File: config.mk
export PLATFORM = sky130hd
export DESIGN_NAME = vrsa_oam_ram
export DESIGN_NICKNAME = d
export VERILOG_FILES = /design/src/rtl/vrsa_pkg.sv /design/src/rtl/vrsa_oam_ram.sv
export SDC_FILE = /design/constraint.sdc
export NUM_CORES = 2
export LEC_CHECK = 0
export BUFFER_PORTS_ARGS = -buffer_cell sky130_fd_sc_hd__buf_2
export CAP_MARGIN = 20
export CORE_AREA = 2 2 427 429
export CTS_CLUSTER_SIZE = 20
export DETAILED_ROUTE_END_ITERATION = 8
export DIE_AREA = 0 0 429 431
export HOLD_SLACK_MARGIN = 0.12
export PLACE_DENSITY = 0.63
export REMOVE_ABC_BUFFERS = 1
export SLEW_MARGIN = 20
export SYNTH_ARGS = -nofsm -noshare
export SYNTH_HDL_FRONTEND = slang
export SYNTH_SLANG_ARGS = --single-unit
File: constraint.sdc
create_clock -name clk -period 2.5 [get_ports clk]
set_input_delay 0.5 -clock clk [delete_from_list [all_inputs] [get_ports clk]]
set_output_delay 0.5 -clock clk [all_outputs]
set_load 0.02 [all_outputs]
File: src/rtl/vrsa_pkg.sv
package vrsa_pkg;

	localparam int DOTS_PER_LINE        = 341;
	localparam int LINES_PER_FRAME_DEF  = 262;
	localparam int VBLANK_LINE_DEF      = 241;
	localparam int DOT_W                = 9;
	localparam int RENDER_LINES         = 240;
	localparam int NT_DEPTH             = 4096;
	localparam int NT_AW                = 12;
	localparam int OAM_DEPTH            = 256;
	localparam int OAM_AW               = 8;
	localparam int PAL_DEPTH            = 32;
	localparam int PAL_AW               = 5;

	localparam logic [1:0] FUNC_READ  = 2'd0;
	localparam logic [1:0] FUNC_WRITE = 2'd1;
	localparam logic [1:0] FUNC_TICK  = 2'd2;

	localparam logic [2:0] REG_CTRL   = 3'd0;
	localparam logic [2:0] REG_MASK   = 3'd1;
	localparam logic [2:0] REG_STATUS = 3'd2;
	localparam logic [2:0] REG_OAMADR = 3'd3;
	localparam logic [2:0] REG_OAMDAT = 3'd4;
	localparam logic [2:0] REG_SCROLL = 3'd5;
	localparam logic [2:0] REG_ADDR   = 3'd6;
	localparam logic [2:0] REG_DATA   = 3'd7;

	typedef enum logic [1:0] {
		RD_ZERO,
		RD_DIRECT,
		RD_OAM,
		RD_BUF
	} rd_sel_t;

	typedef enum logic [1:0] {
		BUF_KEEP,
		BUF_CHR,
		BUF_NT
	} buf_sel_t;

	typedef struct packed {
		logic [1:0] func;
		logic [2:0] reg_index;
		logic [7:0] write_data;
		logic [7:0] chr_read_data;
	} in_word_t;

	typedef struct packed {
		logic [7:0]  read_data;
		logic        pattern_write;
		logic [12:0] pattern_addr;
		logic [7:0]  pattern_data;
		logic [14:0] next_vram_addr;
		logic        vblank;
	} out_word_t;

	// coarse x step with horizontal nametable wrap
	function automatic logic [14:0] inc_coarse_x(input logic [14:0] a);
		logic [14:0] r;
		if (a[4:0] == 5'h1f) begin
			r = {a[14:11], ~a[10], a[9:5], 5'h00};
		end else begin
			r = a + 15'd1;
		end
		return r;
	endfunction

	// fine y step, carrying into coarse y and the vertical nametable bit
	function automatic logic [14:0] inc_fine_y(input logic [14:0] a);
		logic [14:0] r;
		logic [4:0]  y;
		r = a;
		if (a[14:12] != 3'd7) begin
			r[14:12] = a[14:12] + 3'd1;
		end else begin
			r[14:12] = 3'd0;
			y = a[9:5];
			if (y == 5'd29) begin
				y = 5'd0;
				r[11] = ~a[11];
			end else if (y == 5'd31) begin
				y = 5'd0;
			end else begin
				y = y + 5'd1;
			end
			r[9:5] = y;
		end
		return r;
	endfunction

	// palette entries 10/14/18/1c fold onto 00/04/08/0c
	function automatic logic [4:0] pal_index(input logic [13:0] a);
		logic [4:0] i;
		i = a[4:0];
		if (i[4] && (i[1:0] == 2'b00)) begin
			i[4] = 1'b0;
		end
		return i;
	endfunction

endpackage

File: src/rtl/vrsa_oam_ram.sv
module vrsa_oam_ram (
	input  logic       clk,
	input  logic       arst_n,
	input  logic       re,
	input  logic       we,
	input  logic [vrsa_pkg::OAM_AW-1:0] addr,
	input  logic [7:0] wdata,
	output logic [7:0] rdata
);

	logic [7:0] mem [vrsa_pkg::OAM_DEPTH];
	logic [vrsa_pkg::OAM_DEPTH-1:0] valid_q;
	logic [7:0] rdata_q;
	logic       rvalid_q;

	always_ff @(posedge clk) begin
		if (we) begin
			mem[addr] <= wdata;
		end
		if (re) begin
			rdata_q <= mem[addr];
		end
	end

	// entries never written read as zero
	always_ff @(posedge clk or negedge arst_n) begin
		if (!arst_n) begin
			valid_q  <= '0;
			rvalid_q <= 1'b0;
		end else begin
			if (we) begin
				valid_q[addr] <= 1'b1;
			end
			if (re) begin
				rvalid_q <= valid_q[addr];
			end
		end
	end

	assign rdata = rvalid_q ? rdata_q : 8'h00;

endmodule

# ---- After elaboration in Yosys (flattened, before gate mapping)
# Memories as Yosys holds them, arrays and structs flattened. A register that Yosys moved wholly into a read port is not among the register bits.
# Index checks and enable logic that the tools add are counted.
dict set report totals {
  ff_bits 257
  latch_bits 0
  ramBits 2048
  rom_bits 0
  in_bits 20
  memories 1
}
# memory words width rd rd_ports_with_merged_regs write_ports line_no
set memory_table {}
lappend memory_table {mem 256 8 1 1 1 vrsa_oam_ram.sv:11} ;# logic [7:0] mem [vrsa_pkg::OAM_DEPTH];
dict set report classes {
  n_addsub 0
  multipliers 0
  n_div 0
  n_lt_le_gt_ge 2
  n_eq_ne 0
  n_shift 0
  mux 7
  bitwise_logic 1
  n_reduce_logical 1
}
# operator count
set ops {}
lappend ops {{256-bit OR} 1}
lappend ops {{8-bit by 9-bit less-than comparator with 1-bit output (second input constant)} 1}
lappend ops {{1-bit binary-select mux with 8-bit select} 1}
lappend ops {{1-bit demux with 8-bit select} 1}
lappend ops {{8-bit by 1-bit >= comparator with 1-bit output (second input constant)} 1}
lappend ops {{8-bit two-way mux} 1}
lappend ops {{1-bit two-way mux} 4}
lappend ops {{1-bit logical AND} 1}

# ---- Depth between registers and ports, before layout
dict set report logic_depth {
  depth_word 5
  mapped_depth 13
  ltp_nobuf 7
}

# ---- Worst setup path before layout
# OpenSTA, ideal clock, no wires.
dict set report synth_timing {
  path_kind {input-to-reg}
  startpoint {input port addr[0] in the netlist's numbering}
  endpoint {register rdata_q[0] (read register of mem), data pin}
  arrival_ns 2.975
  t_required_ns 2.237
  slack_ns -0.738
  stages 9
  n_path_buf 4
  cell_sequence {buf_6 buf_2 buf_2 buf_2 mux4_2 mux4_2 nand3_1 nand3_1 a2111o_1}
}
# element line_no
set synth_rtl {}
lappend synth_rtl {{start, declared} vrsa_oam_ram.sv:6} ;# input logic [vrsa_pkg::OAM_AW-1:0] addr,
lappend synth_rtl {{end, declared} vrsa_oam_ram.sv:13} ;# logic [7:0] rdata_q;

==> reports/qor.yml <==
outcome:
  status: "finished with violations"
  violations: "setup timing"
worst_setup_path:
  worst_path_max_delay_cell: "mux4_2"
  path_cells: "mux4_2, mux4_2, mux4_2, nor2_4, nor3_2, or3_1"
  r2r-start: "mem[168][4]"
  crit_path_max_incr_delay_ns: 0.61
  endpoint_kind: "register"
  crit_type: "register to register"
  critPathLaunchType: "register"
  worstPathArrival_ns: 3.42
  startpoint: "mem[168][4]"
  path_max_fanout: 1
  critPathMostFrequentCell: "mux4_2"
  cp.required_ns: 3.10
finish:
  fill_cells: 12600
  drive_gt1_share_pct: 43.6
  multi_input_area_um2: 20700
  regArea_um2: 68200
  area_growth_pct: 20.6
  fin_util_pct: 60.0
  final_cells: 7557
  nNetsFinal: 5012
die:
  initial_core_util_pct: 49.7
  die_h_um: 431
  fp.dieW_um: 429
  dieArea_um2: 185000
  fp-row-count: 156
  ioPinCount: 28
  core_um2: 180000
place:
  hpwlAfterDp_um: 153000
  port_buffers: 27
  routabilityCongestion: 0.855
  place_inst: 7092
drt:
  ant_nets: 0
  wirelength_um: 234000
  drtIter0Drc: 5839
  num_vias: 45800
  via_per_inst: 6.06
  drc_errors: 0
  dr.pass1.iters: 5
  drt-wirelength-per-cell_um: 31.0
timing:
  slew-limit-headroom_pct: 47.9
  finalWorstSetupSlack_ns: -0.322
  fin_crit_sh_pct: 113
  tns_ns: -0.928
  fmax_mhz: 354
  setup_viol: 7
  min_period_ns: 2.82
  rsz0062_at_grt: "yes"
  fin_skew_ns: 0.0522
  hold_viol_final: 0
  drv_slew: 0
  worst_pin_slew_ns: 0.781
  holdWs_ns: 0.177
grt:
  grt_pass1_wl_um: 338000
  grtUsageTotal_pct: 25.6
  grt_max_degree: 102
  grt_antenna_before_repair: 6
  overflow: 0
  first_global_vias: 46400
logic_synthesis:
  avgSynthCellArea_um2: 21.9
  ys_warn_count: 0
  synth_flop_cell: "edfxtp_1"
  ys_async_sr_fraction_pct: 11.1
  synth_seq_area_share_pct: 76.1
  synth_edf_count: 2056
  yosysUniqueCellTypes: 49
  synth_area_um2: 89600
  yosys_register_bits: 2313
  synthCells: 4087
clock_tree:
  clk_latency_ns: 0.86
  htreeDepth: 4
  cts.sinks: 2313
  cts_made_buffers: 225
  clk_path_buf_depth: 3
  cts_tree: "yes"
  clkTransAtPathRegs_ns: 0.06
  clockRootBuffer: "clkbuf_16"
pwr:
  total_power_uw: 82300
  p_leak_uw: 0.0378
  peakVddDrop_mv: 0.599
  power.density_nw_per_um2: 761
worst_hold_path:
  hold_class: "input port to register"
  hp-start: "wdata[0]"
run:
  cap_violations: 0
## worst max-delay path, delay by kind of cell, from the launching register on
family           cells  cell delay [ns]
flip-flops           1             0.38
multiplexers         3             1.62
AND/OR/NAND/NOR      3             0.58
## power by group
group	switching [uW]	internal (uW)
clock network	14500	19900
registers	191	42500
logic	2840	2400
total	17500	64800
## cells in the mapped netlist, types with 10 or more instances
master	number	area (um^2)
edfxtp_1	2056	61700
nor2_1	268	1010
buf_2	71	355
and2_1	10	62.6
nand2_1	56	210
a21oi_1	17	85.1
nand4_1	13	81.3
buf_1	21	78.8
nor2b_1	17	106
buf_4	15	113
dfrtp_1	257	6430
nor3_1	10	50.1
mux4_2	700	15800
nand3_1	50	250
o21ai_0	13	65.1
mux2i_1	31	310
a22oi_1	22	165
clkbuf_1	113	424
a31oi_1	10	62.6
mux2_2	10	113
or2_2	258	1610
## state kept, by name, indices dropped and copies added (netlist names)
signal	flops
rdata_q	8
valid_q	256
mem	2048
rvalid_q	1
## layer usage
layer	wire [um]	vias up	part of all wire, %	track usage (%)
met5	22	-	0.0094	0
met4	6480	4	2.8	7.44
met3	19100	334	8.2	4.92
met2	112000	1951	48	40.0
met1	96800	24800	41	37.3
li1	-	18700	-	-
## layout by cell type, fill, tap and decap left out, types with 30 or more instances in the layout
cell type / synthesis / final
edfxtp_1: 2056 / 2056
or2_2: 258 / 258
clkbuf_1: 113 / 50
mux4_2: 700 / 700
nand3_1: 50 / 37
buf_12: 0 / 141
buf_4: 15 / 713
dfrtp_1: 257 / 257
clkinv_2: 0 / 43
clkbuf_16: 0 / 231
nand2_1: 56 / 53
clkinv_1: 0 / 30
nor2_1: 268 / 265
## final timing paths
check | to | slack (ns) | cells after the start
setup / recovery | rdata_q[4] | -0.32 | 6
hold reg to reg | valid_q[29] | 0.46 | 1
setup reg to reg | rdata_q[4] | -0.32 | 6
min in group asynchronous | valid_q[41] | 0.28 | 2
hold / removal | mem[42][0] | 0.18 | 1
max in group asynchronous | valid_q[97] | 1.34 | 3
## per-stage QoR
stage,setup slack (ns),instance area (um^2)
final,-0.322,108000
after global routing,-0.333,108000
after CTS,-0.336,108000
after detailed placement,-1.35,99800
after global placement,-1.36,99800
after floorplan,-0.588,88600
## cell type report
cell class	count	share of cell area, %
antenna	1	0.00231
clock buffer	296	5.69
clock inverter	125	1.25
inverter	4	0.0139
multi-input combinational	1542	19.1
sequential	2313	63.0
tap	2370	2.74
timing repair buffer	906	8.16
## what timing repair did
action | CTS | global route
hold endpoints to repair | 231 | 0
pin swaps | 11 | 14
gates cloned | 0 | 3
setup buffers | 16 | 20
endpoints found under the setup margin | 9 | 9
hold buffers | 6 | 0
resized for setup | 41 | 38
## cell families (layout without fill, tap and decap cells)
| family | after synthesis | after routing | share of synthesized area [%] |
|---|---|---|---|
| flip-flops | 2313 | 2313 | 76.1 |
| multiplexers | 741 | 741 | 18.1 |
| AND/OR/NAND/NOR | 710 | 710 | 3.99 |
| buffers and inverters | 232 | 1331 | 1.20 |
| AO/OA/AOI/OAI | 91 | 91 | 0.688 |
| other | 0 | 1 | 0 |
Power figures use the tool's default switching activity.
